`src/sv/swd_pkg.sv`:
```
`default_nettype none
// ----------------------------------------------------------------------------
// swd_pkg
// Shared types, codes and constants of the serial wire debug host engine.
// ----------------------------------------------------------------------------
package swd_pkg;

    localparam int unsigned SWITCH_SEQUENCE_DEF = 59294;
    localparam int unsigned IN_DEPTH_DEF        = 2;
    localparam int unsigned OUT_DEPTH_DEF       = 2;

    localparam int unsigned CFG_INDEX_W = 1;
    localparam int unsigned CFG_DATA_W  = 8;

    localparam logic [CFG_INDEX_W-1:0] CFG_RETRY_LIMIT = 1'd0;
    localparam logic [CFG_INDEX_W-1:0] CFG_RESET_HIGH  = 1'd1;

    localparam logic [7:0] RETRY_LIMIT_RST = 8'd8;
    localparam logic [7:0] RESET_HIGH_RST  = 8'd150;

    localparam logic [2:0] ACK_OK   = 3'd1;
    localparam logic [2:0] ACK_HOLD = 3'd2;
    localparam logic [2:0] ACK_FAIL = 3'd4;

    localparam logic [2:0] ST_OK     = 3'd0;
    localparam logic [2:0] ST_WAIT   = 3'd1;
    localparam logic [2:0] ST_FAULT  = 3'd2;
    localparam logic [2:0] ST_PROTO  = 3'd3;
    localparam logic [2:0] ST_PARITY = 3'd4;

    localparam logic [7:0] LEN_REQ   = 8'd8;
    localparam logic [7:0] LEN_TRN   = 8'd1;
    localparam logic [7:0] LEN_ACK   = 8'd3;
    localparam logic [7:0] LEN_DATA  = 8'd33;
    localparam logic [7:0] LEN_IDLE8 = 8'd8;
    localparam logic [7:0] LEN_SW    = 8'd16;
    localparam logic [7:0] LEN_LRIDL = 8'd16;
    localparam logic [7:0] WORD_BITS = 8'd32;

    typedef enum logic [1:0] {
        KIND_TICK   = 2'd0,
        KIND_READ   = 2'd1,
        KIND_WRITE  = 2'd2,
        KIND_LRESET = 2'd3
    } kind_t;

    typedef enum logic [3:0] {
        PH_IDLE   = 4'd0,
        PH_REQ    = 4'd1,
        PH_TRN1   = 4'd2,
        PH_ACK    = 4'd3,
        PH_RDATA  = 4'd4,
        PH_TRN2   = 4'd5,
        PH_WDATA  = 4'd6,
        PH_IDLE8  = 4'd7,
        PH_LRH1   = 4'd8,
        PH_LRSW   = 4'd9,
        PH_LRH2   = 4'd10,
        PH_LRIDLE = 4'd11
    } phase_t;

    typedef struct packed {
        kind_t       kind;
        logic        ap_sel;
        logic [1:0]  reg_addr;
        logic [31:0] write_data;
        logic        ignore_ack;
        logic        line_in;
    } item_t;

    typedef struct packed {
        logic        drive_bit;
        logic        drive_enable;
        logic        busy_res;
        logic        done_res;
        logic [2:0]  status;
        logic [31:0] read_data;
    } result_t;

    typedef struct packed {
        logic                   we;
        logic [CFG_INDEX_W-1:0] index;
        logic [CFG_DATA_W-1:0]  data;
    } cfg_wr_t;

endpackage
`default_nettype wire

```
`src/sv/swd_host_transaction_engine.sv`:
```
`default_nettype none
// ----------------------------------------------------------------------------
// swd_host_transaction_engine
// Serial wire debug host: one queued item per wire cycle, one result each.
// ----------------------------------------------------------------------------
// a result passes the input queue register, then the combinational sequencer step into
//   the result queue register; a full result queue holds the item in the input queue
// throughput: one item per clock while the result queue is not full, set by the sequencer step
// reset: asynchronous, clears both queues and the sequencer to idle;
//   retry_limit returns to 8 and reset_high_cycles to 150
module swd_host_transaction_engine #(
    parameter int unsigned IN_DEPTH        = swd_pkg::IN_DEPTH_DEF,
    parameter int unsigned OUT_DEPTH       = swd_pkg::OUT_DEPTH_DEF,
    parameter logic [15:0] SWITCH_SEQUENCE = 16'(swd_pkg::SWITCH_SEQUENCE_DEF)
) (
    input  wire logic                              clk,
    input  wire logic                              rst_n,
    input  wire logic                              push,
    output logic                                   full,
    input  wire logic [1:0]                        mode,
    input  wire logic                              ap_sel,
    input  wire logic [1:0]                        reg_addr,
    input  wire logic [31:0]                       write_data,
    input  wire logic                              ignore_ack,
    input  wire logic                              line_in,
    input  wire logic                              cfg_we,
    input  wire logic [swd_pkg::CFG_INDEX_W-1:0]   cfg_index,
    input  wire logic [swd_pkg::CFG_DATA_W-1:0]    cfg_data,
    output logic                                   empty,
    input  wire logic                              pop,
    output logic                                   drive_bit,
    output logic                                   drive_enable,
    output logic                                   busy_res,
    output logic                                   done_res,
    output logic [2:0]                             status,
    output logic [31:0]                            read_data
);
    import swd_pkg::*;

    item_t   item;
    logic    item_valid;
    logic    item_take;
    result_t res_in;
    result_t res_out;
    logic    res_push;
    logic    res_full;
    cfg_wr_t cfg;

    assign cfg.we    = cfg_we;
    assign cfg.index = cfg_index;
    assign cfg.data  = cfg_data;

    swd_front #(
        .DEPTH (IN_DEPTH)
    ) u_front (
        .clk        (clk),
        .rst_n      (rst_n),
        .push       (push),
        .full       (full),
        .mode       (mode),
        .ap_sel     (ap_sel),
        .reg_addr   (reg_addr),
        .write_data (write_data),
        .ignore_ack (ignore_ack),
        .line_in    (line_in),
        .item_valid (item_valid),
        .item_take  (item_take),
        .item       (item)
    );

    swd_engine #(
        .SWITCH_SEQUENCE (SWITCH_SEQUENCE)
    ) u_engine (
        .clk        (clk),
        .rst_n      (rst_n),
        .cfg        (cfg),
        .item_valid (item_valid),
        .item_take  (item_take),
        .item       (item),
        .res_full   (res_full),
        .res_push   (res_push),
        .res        (res_in)
    );

    // result queue parts the sequencer from the consumer
    swd_queue #(
        .WIDTH ($bits(result_t)),
        .DEPTH (OUT_DEPTH)
    ) u_out_queue (
        .clk       (clk),
        .rst_n     (rst_n),
        .push      (res_push),
        .push_data (res_in),
        .full      (res_full),
        .pop       (pop),
        .pop_data  (res_out),
        .empty     (empty)
    );

    assign drive_bit    = res_out.drive_bit;
    assign drive_enable = res_out.drive_enable;
    assign busy_res     = res_out.busy_res;
    assign done_res     = res_out.done_res;
    assign status       = res_out.status;
    assign read_data    = res_out.read_data;

endmodule
`default_nettype wire

```
`src/sv/swd_queue.sv`:
```
`default_nettype none
// ----------------------------------------------------------------------------
// swd_queue
// Small first-in first-out register queue with push/full and pop/empty.
// ----------------------------------------------------------------------------
module swd_queue #(
    parameter int unsigned WIDTH = 8,
    parameter int unsigned DEPTH = 2
) (
    input  wire logic             clk,
    input  wire logic             rst_n,
    input  wire logic             push,
    input  wire logic [WIDTH-1:0] push_data,
    output logic                  full,
    input  wire logic             pop,
    output logic [WIDTH-1:0]      pop_data,
    output logic                  empty
);
    localparam int unsigned PTR_W = (DEPTH > 1) ? $clog2(DEPTH) : 1;
    localparam int unsigned CNT_W = $clog2(DEPTH + 1);
    localparam logic [PTR_W-1:0] PTR_LAST = PTR_W'(DEPTH - 1);
    localparam logic [CNT_W-1:0] CNT_FULL = CNT_W'(DEPTH);

    logic [WIDTH-1:0] mem [DEPTH];
    logic [PTR_W-1:0] wr_ptr_reg, wr_ptr_next;
    logic [PTR_W-1:0] rd_ptr_reg, rd_ptr_next;
    logic [CNT_W-1:0] count_reg, count_next;
    logic             do_push, do_pop;

    assign full     = (count_reg == CNT_FULL);
    assign empty    = (count_reg == '0);
    assign do_push  = push && !full;
    assign do_pop   = pop && !empty;
    assign pop_data = mem[rd_ptr_reg];

    always_comb
    begin
        wr_ptr_next = wr_ptr_reg;
        rd_ptr_next = rd_ptr_reg;
        count_next  = count_reg;
        if (do_push)
        begin
            wr_ptr_next = (wr_ptr_reg == PTR_LAST) ? '0 : wr_ptr_reg + 1'b1;
        end
        if (do_pop)
        begin
            rd_ptr_next = (rd_ptr_reg == PTR_LAST) ? '0 : rd_ptr_reg + 1'b1;
        end
        if (do_push && !do_pop)
        begin
            count_next = count_reg + 1'b1;
        end
        else if (do_pop && !do_push)
        begin
            count_next = count_reg - 1'b1;
        end
    end

    always_ff @(posedge clk or negedge rst_n)
    begin
        if (!rst_n)
        begin
            wr_ptr_reg <= '0;
            rd_ptr_reg <= '0;
            count_reg  <= '0;
        end
        else
        begin
            wr_ptr_reg <= wr_ptr_next;
            rd_ptr_reg <= rd_ptr_next;
            count_reg  <= count_next;
        end
    end

    always_ff @(posedge clk)
    begin
        if (do_push)
        begin
            mem[wr_ptr_reg] <= push_data;
        end
    end

endmodule
`default_nettype wire

```
`src/sv/swd_front.sv`:
```
`default_nettype none
// ----------------------------------------------------------------------------
// swd_front
// Accepts wire-cycle items, classifies the mode code and queues them.
// ----------------------------------------------------------------------------
module swd_front #(
    parameter int unsigned DEPTH = swd_pkg::IN_DEPTH_DEF
) (
    input  wire logic          clk,
    input  wire logic          rst_n,
    input  wire logic          push,
    output logic               full,
    input  wire logic [1:0]    mode,
    input  wire logic          ap_sel,
    input  wire logic [1:0]    reg_addr,
    input  wire logic [31:0]   write_data,
    input  wire logic          ignore_ack,
    input  wire logic          line_in,
    output logic               item_valid,
    input  wire logic          item_take,
    output swd_pkg::item_t     item
);
    import swd_pkg::*;

    item_t item_in;
    logic  q_empty;

    always_comb
    begin
        case (kind_t'(mode))
            KIND_READ:   item_in.kind = KIND_READ;
            KIND_WRITE:  item_in.kind = KIND_WRITE;
            KIND_LRESET: item_in.kind = KIND_LRESET;
            default:     item_in.kind = KIND_TICK;
        endcase
        item_in.ap_sel     = ap_sel;
        item_in.reg_addr   = reg_addr;
        item_in.write_data = write_data;
        item_in.ignore_ack = ignore_ack;
        item_in.line_in    = line_in;
    end

    swd_queue #(
        .WIDTH ($bits(item_t)),
        .DEPTH (DEPTH)
    ) u_in_queue (
        .clk       (clk),
        .rst_n     (rst_n),
        .push      (push),
        .push_data (item_in),
        .full      (full),
        .pop       (item_take),
        .pop_data  (item),
        .empty     (q_empty)
    );

    assign item_valid = !q_empty;

endmodule
`default_nettype wire

```
`src/sv/swd_engine.sv`:
```
`default_nettype none
// ----------------------------------------------------------------------------
// swd_engine
// Protocol sequencer: one wire cycle per queued item, one result per item.
// ----------------------------------------------------------------------------
module swd_engine #(
    parameter logic [15:0] SWITCH_SEQUENCE = 16'(swd_pkg::SWITCH_SEQUENCE_DEF)
) (
    input  wire logic              clk,
    input  wire logic              rst_n,
    input  wire swd_pkg::cfg_wr_t  cfg,
    input  wire logic              item_valid,
    output logic                   item_take,
    input  wire swd_pkg::item_t    item,
    input  wire logic              res_full,
    output logic                   res_push,
    output swd_pkg::result_t       res
);
    import swd_pkg::*;

    logic [7:0]  retry_limit_reg;
    logic [7:0]  reset_high_reg;

    phase_t      phase_reg, phase_next;
    logic [7:0]  bc_reg, bc_next;
    logic [31:0] shift_reg, shift_next;
    logic [2:0]  ack_reg, ack_next;
    logic        par_reg, par_next;
    logic [7:0]  att_reg, att_next;
    logic        is_read_reg, is_read_next;
    logic        ap_reg, ap_next;
    logic [1:0]  reg_sel_reg, reg_sel_next;
    logic [31:0] data_reg, data_next;
    logic        ignore_reg, ignore_next;

    phase_t      cur_phase;
    logic [7:0]  cur_bc;
    logic [7:0]  len;
    logic [7:0]  nx;
    logic        pend;
    logic [7:0]  req;
    logic        fire;
    logic        sent;

    assign fire      = item_valid && !res_full;
    assign item_take = fire;
    assign res_push  = fire;

    always_comb
    begin
        phase_next   = phase_reg;
        bc_next      = bc_reg;
        shift_next   = shift_reg;
        ack_next     = ack_reg;
        par_next     = par_reg;
        att_next     = att_reg;
        is_read_next = is_read_reg;
        ap_next      = ap_reg;
        reg_sel_next = reg_sel_reg;
        data_next    = data_reg;
        ignore_next  = ignore_reg;
        cur_phase    = phase_reg;
        cur_bc       = bc_reg;

        res              = '0;
        res.drive_enable = 1'b1;

        // a start is taken only from idle; it also counts as the first cycle
        if (phase_reg == PH_IDLE && item.kind != KIND_TICK)
        begin
            ap_next      = item.ap_sel;
            reg_sel_next = item.reg_addr;
            data_next    = item.write_data;
            ignore_next  = item.ignore_ack;
            is_read_next = (item.kind == KIND_READ);
            cur_bc       = '0;
            if (item.kind == KIND_LRESET)
            begin
                cur_phase = PH_LRH1;
            end
            else
            begin
                cur_phase  = PH_REQ;
                att_next   = retry_limit_reg;
                shift_next = '0;
                ack_next   = '0;
                par_next   = 1'b0;
            end
        end
        phase_next = cur_phase;

        case (cur_phase)
            PH_REQ:    len = LEN_REQ;
            PH_TRN1:   len = LEN_TRN;
            PH_ACK:    len = LEN_ACK;
            PH_RDATA:  len = LEN_DATA;
            PH_TRN2:   len = LEN_TRN;
            PH_WDATA:  len = LEN_DATA;
            PH_IDLE8:  len = LEN_IDLE8;
            PH_LRH1:   len = reset_high_reg;
            PH_LRSW:   len = LEN_SW;
            PH_LRH2:   len = reset_high_reg;
            PH_LRIDLE: len = LEN_LRIDL;
            default:   len = LEN_TRN;
        endcase
        nx   = cur_bc + 8'd1;
        pend = (nx == len);

        req  = {1'b1, 1'b0, ap_next ^ is_read_next ^ reg_sel_next[0] ^ reg_sel_next[1],
                reg_sel_next[1], reg_sel_next[0], is_read_next, ap_next, 1'b1};
        sent = (ack_next == ACK_OK) || (!is_read_next && ignore_next);

        if (cur_phase != PH_IDLE)
        begin
            res.busy_res = 1'b1;
            bc_next      = pend ? 8'd0 : nx;
        end

        case (cur_phase)
            PH_IDLE:
            begin
                res.busy_res = 1'b0;
            end
            PH_REQ:
            begin
                res.drive_bit = req[cur_bc[2:0]];
                if (pend)
                begin
                    phase_next = PH_TRN1;
                end
            end
            PH_TRN1:
            begin
                res.drive_enable = 1'b0;
                if (pend)
                begin
                    phase_next = PH_ACK;
                end
            end
            PH_ACK:
            begin
                res.drive_enable = 1'b0;
                ack_next = ack_reg | (3'(item.line_in) << cur_bc[1:0]);
                if (pend)
                begin
                    phase_next = (is_read_next && ack_next == ACK_OK) ? PH_RDATA : PH_TRN2;
                end
            end
            PH_RDATA:
            begin
                res.drive_enable = 1'b0;
                if (cur_bc < WORD_BITS)
                begin
                    shift_next = shift_reg | (32'(item.line_in) << cur_bc[4:0]);
                end
                par_next = par_reg ^ item.line_in;
                if (pend)
                begin
                    phase_next = PH_TRN2;
                end
            end
            PH_TRN2:
            begin
                res.drive_enable = 1'b0;
                if (pend)
                begin
                    phase_next = (!is_read_next && sent) ? PH_WDATA : PH_IDLE8;
                end
            end
            PH_WDATA:
            begin
                res.drive_bit = (cur_bc < WORD_BITS) ? data_next[cur_bc[4:0]] : ^data_next;
                if (pend)
                begin
                    phase_next = PH_IDLE8;
                end
            end
            PH_IDLE8:
            begin
                if (pend)
                begin
                    phase_next = PH_IDLE;
                    if (!sent && ack_next == ACK_HOLD && att_reg != 8'd1)
                    begin
                        // target still busy: run the whole transaction again
                        att_next   = att_reg - 8'd1;
                        phase_next = PH_REQ;
                        shift_next = '0;
                        ack_next   = '0;
                        par_next   = 1'b0;
                    end
                    else
                    begin
                        res.done_res  = 1'b1;
                        res.read_data = is_read_next ? shift_next : 32'd0;
                        if (!sent && ack_next == ACK_HOLD)
                        begin
                            att_next   = att_reg - 8'd1;
                            res.status = ST_WAIT;
                        end
                        else if (sent)
                        begin
                            res.status = (is_read_next && par_next) ? ST_PARITY : ST_OK;
                        end
                        else if (ack_next == ACK_FAIL)
                        begin
                            res.status = ST_FAULT;
                        end
                        else
                        begin
                            res.status = ST_PROTO;
                        end
                    end
                end
            end
            PH_LRH1:
            begin
                res.drive_bit = 1'b1;
                if (pend)
                begin
                    phase_next = PH_LRSW;
                end
            end
            PH_LRSW:
            begin
                res.drive_bit = SWITCH_SEQUENCE[cur_bc[3:0]];
                if (pend)
                begin
                    phase_next = PH_LRH2;
                end
            end
            PH_LRH2:
            begin
                res.drive_bit = 1'b1;
                if (pend)
                begin
                    phase_next = PH_LRIDLE;
                end
            end
            PH_LRIDLE:
            begin
                if (pend)
                begin
                    res.done_res = 1'b1;
                    phase_next   = PH_IDLE;
                end
            end
            default:
            begin
                phase_next   = PH_IDLE;
                bc_next      = '0;
                res.done_res = 1'b1;
                res.status   = ST_PROTO;
            end
        endcase
    end

    always_ff @(posedge clk or negedge rst_n)
    begin
        if (!rst_n)
        begin
            retry_limit_reg <= RETRY_LIMIT_RST;
            reset_high_reg  <= RESET_HIGH_RST;
        end
        else if (cfg.we)
        begin
            case (cfg.index)
                CFG_RETRY_LIMIT: retry_limit_reg <= cfg.data;
                CFG_RESET_HIGH:  reset_high_reg  <= cfg.data;
                default:         ;
            endcase
        end
    end

    always_ff @(posedge clk or negedge rst_n)
    begin
        if (!rst_n)
        begin
            phase_reg   <= PH_IDLE;
            bc_reg      <= '0;
            shift_reg   <= '0;
            ack_reg     <= '0;
            par_reg     <= 1'b0;
            att_reg     <= '0;
            is_read_reg <= 1'b0;
            ap_reg      <= 1'b0;
            reg_sel_reg <= '0;
            data_reg    <= '0;
            ignore_reg  <= 1'b0;
        end
        else if (fire)
        begin
            phase_reg   <= phase_next;
            bc_reg      <= bc_next;
            shift_reg   <= shift_next;
            ack_reg     <= ack_next;
            par_reg     <= par_next;
            att_reg     <= att_next;
            is_read_reg <= is_read_next;
            ap_reg      <= ap_next;
            reg_sel_reg <= reg_sel_next;
            data_reg    <= data_next;
            ignore_reg  <= ignore_next;
        end
    end

endmodule
`default_nettype wire

```
`config.mk`:
```
export PLATFORM = sky130hd
export DESIGN_NAME = swd_host_transaction_engine
export DESIGN_NICKNAME = d
export VERILOG_FILES = /design/src/sv/swd_pkg.sv /design/src/sv/swd_host_transaction_engine.sv /design/src/sv/swd_queue.sv /design/src/sv/swd_front.sv /design/src/sv/swd_engine.sv
export SDC_FILE = /design/constraint.sdc
export NUM_CORES = 1
export LEC_CHECK = 0
export BUFFER_PORTS_ARGS = -buffer_cell sky130_fd_sc_hd__buf_2
export CORE_MARGIN = 2
export CORE_UTILIZATION = 30
export DETAILED_ROUTE_END_ITERATION = 12
export GPL_ROUTABILITY_DRIVEN = 0
export GPL_TIMING_DRIVEN = 0
export HOLD_SLACK_MARGIN = 0.08
export MAX_ROUTING_LAYER = met4
export PLACE_DENSITY_LB_ADDON = 0.05
export RECOVER_POWER = 100
export SYNTH_ARGS = -nofsm -noshare
export SYNTH_HDL_FRONTEND = slang
export SYNTH_SLANG_ARGS = --single-unit
```
`constraint.sdc`:
```
create_clock -name clk -period 6.4 [get_ports clk]
set_input_delay 1.28 -clock clk [delete_from_list [all_inputs] [get_ports clk]]
set_output_delay 1.28 -clock clk [all_outputs]
set_load 0.005 [all_outputs]
```
==> results.toml <==
[cells_and_area]
num_antenna_cells = 0
fin_nets = 1254
top_regs = "u_front.u_in_queue.mem (78), u_out_queue.mem (78)"
area_delta_synth_final_pct = 16.33
drive_above_1_share = 0.1613

[route]
route.detailed.drc = 0
routed_wl_mm = 33.82
ant_nets = 0
drt_pass1_iterations = 5
vias = 8382
avgRoutedWirePerCell_um = 19.22
drt_iter0_drc = 528
viasPerCell = 4.763

[synth]
syn_inst = 1063
netlist_top_cells_area = "edfxtp_1 36%, dfrtp_1 22%, mux2_2 5.7%"
synth_common_cells = "156 x edfxtp_1, 112 x dfrtp_1, 93 x nor2_1, 81 x a21oi_1, 78 x nand2_1"
synth_mux_area_frac = 0.1020
synth_seq_cells = 273
synth_top_area_share = 0.3632
syn-cell-area_sq_um = 12900
synth_xor_area_frac = 0.06869
yosys.area_share.simple = 0.1175
synthMostInstantiatedCell = "edfxtp_1"
synth_fa_ha_area_frac = 0.005821
syn_nets = 1122
synth_top_family_by_area = "simple AND/OR/NAND/NOR gates"
ys_types = 72
synth_edf_count = 156
synthFlopType = "edfxtp_1"
synth_area_leader_cell = "edfxtp_1"
synth_compound_area_frac = 0.08780
yosysSeqAreaShare = 0.5908
ys.warnings.count = 0
avgSynthCellArea_sq_um = 12.13
async_flop_share = 0.4286

[worst_hold_path]
hold_path.class = "flip-flop to flip-flop"
holdPathStages = 2

[setup_path]
worstSetupStartpointType = "flip-flop"
endpoint_kind = "flip-flop"
worstSetupPathType = "flip-flop to flip-flop"
arrival_ns = 5.59
r2r_cells = 17
crit_required_ns = 6.79
critPathMaxFanout = 10

[floorplan]
dieHeight_um = 211.3
die_x_um = 211.3
ios = 94
coreArea_sq_um = 42230
die-area_sq_um = 44660
start_util = 0.3054
rows = 75

[placed_design]
dp_hpwl_mm = 24.19
portBuffers = 91

[clock_tree]
cts_made_buffers = 34
ctsHoldBuffers = 0
htree_levels = 2
clock_latency_ns = 0.54
root_buffer = "clkbuf_16"
post_cts_buffers = 0
clkTransAtPathRegs_ns = 0.06
cts_sinks = 273
postCtsResizedCells = 0
cts_tree = "done"
clockBufferDepth = 3

[global_route]
grt_max_degree = 64
grt_pass1_wl_mm = 52.05
gr-total-overflow = 0
grt_antenna_before_repair = 0
grt_pass1_vias = 8596
grt_usage = 0.1588

[outcome]
violations = "max-capacitance violations, max-slew violations"
status = "finished with violations"

[sta]
fmax_mhz = 192.4
period_share = 0.8122
min_period_ns = 5.198
final.setup.tns_ns = 0
worst_pin_slew_ns = 3.109
fin_worst_skew_ns = 0.02572
hold_viol_final = 0
setup_viol_count_final = 0
slew_viol_final = 206
grt_setup_unrepaired = "false"
maxSlewHeadroom = -1.073

[power_and_ir_drop]
power_mw = 8.083
p_leak_nw = 5.785
irDropWorstVdd_mv = 0.2630
power_density_nw_per_um2 = 538.8

[job]
drv_cap = 6
[routing by layer]
metal | vias up | global-route usage | share of wire
met5 | - | - | 0
met4 | 0 | 0.04662 | 0.019
met3 | 45 | 0.02641 | 0.039
met2 | 154 | 0.2550 | 0.48
met1 | 4093 | 0.2073 | 0.46
li1 | 4090 | - | -
[worst max-delay path, cell delays in order (launching register included)]
cell       delay, ns
dfrtp_1         0.35
clkbuf_1        0.21
nor4_1          0.53
nand3_1         0.42
clkbuf_1        0.38
nand2_1         0.25
inv_1           0.06
ha_1            0.27
and2_0          0.20
nand4_1         0.12
xor2_1          0.31
nand4bb_1       0.14
a211oi_1        0.23
o2111a_1        0.29
nand3_1         0.13
a21oi_1         0.58
clkbuf_1        0.46
nor2_1          0.11
[cells by family after synthesis]
group / Yosys count
xor gates and xnor gates: 98
muxes: 112
DFF: 273
buffers and inverters: 82
AOI/OAI and AO/OA: 191
and+or+nand+nor: 301
adders and majority gates: 6
[metrics by stage]
step / setup slack [ns] / cells / hold slack, ns / util / instance area (sq um)
floorplan: 2.560 / 1063 / 0.4498 / - / 12900
global placement: 1.454 / 1693 / 0.4666 / 0.3321 / 14030
detailed placement: 1.468 / 1698 / 0.4753 / 0.3353 / 14160
CTS: 1.436 / 1760 / 0.4892 / 0.3604 / 15220
global route: 0.7722 / 1760 / 0.5024 / 0.3553 / 15000
finish: 1.202 / 1760 / 0.4821 / 0.3553 / 15000
[area by class of cell]
type	instances	area, sq um
Fill cell	4233	27230
Sequential cell	273	7619
Multi-Input combinational cell	708	4891
Clock buffer	52	968.4
Tap cell	539	674.4
Timing Repair Buffer	96	430.4
Buffer	57	234.0
Inverter	25	93.84
Clock inverter	10	91.34
[power by group]
part / internal (mW) / leakage (nW) / switching (mW)
registers: 2.54 / 2.96 / 0.292
clock network: 1.09 / 0.519 / 0.741
logic: 1.42 / 2.31 / 2.00
[cell usage in the layout (no fill, tap or decap), types with 7 or more instances in the layout]
| master | count |
|---|---|
| inv_1 | 25 |
| xnor2_1 | 70 |
| nor3_1 | 18 |
| mux2_1 | 9 |
| nand4_1 | 7 |
| edfxtp_1 | 156 |
| nand3_1 | 16 |
| o21ai_0 | 54 |
| mux2_2 | 56 |
| nand2_1 | 79 |
| and2_0 | 35 |
| mux2i_1 | 38 |
| clkbuf_16 | 34 |
| o22ai_1 | 7 |
| buf_2 | 59 |
| mux4_2 | 9 |
| dfrtp_1 | 112 |
| clkbuf_1 | 100 |
| a21oi_1 | 82 |
| or3_1 | 7 |
| nor2_1 | 93 |
| xor2_1 | 26 |
[path summary, 6_finish.rpt]
check | from | to | slack (ns)
worst min-delay path | u_engine.shift_reg[16]$_DFFE_PN0P_ | u_engine.shift_reg[16]$_DFFE_PN0P_ | 0.48
min in group asynchronous | rst_n | u_engine.att_reg[4]$_DFFE_PN0P_ | 1.75
max in group asynchronous | rst_n | u_engine.data_reg[10]$_DFFE_PN0P_ | 1.69
worst max register to register | u_engine.phase_reg[0]$_DFFE_PN0P_ | u_engine.shift_reg[27]$_DFFE_PN0P_ | 1.20
worst min register to register | u_engine.shift_reg[16]$_DFFE_PN0P_ | u_engine.shift_reg[16]$_DFFE_PN0P_ | 0.48
worst max-delay path | u_engine.phase_reg[0]$_DFFE_PN0P_ | u_engine.shift_reg[27]$_DFFE_PN0P_ | 1.20
Note: power is estimated with default switching activity, not from simulation.
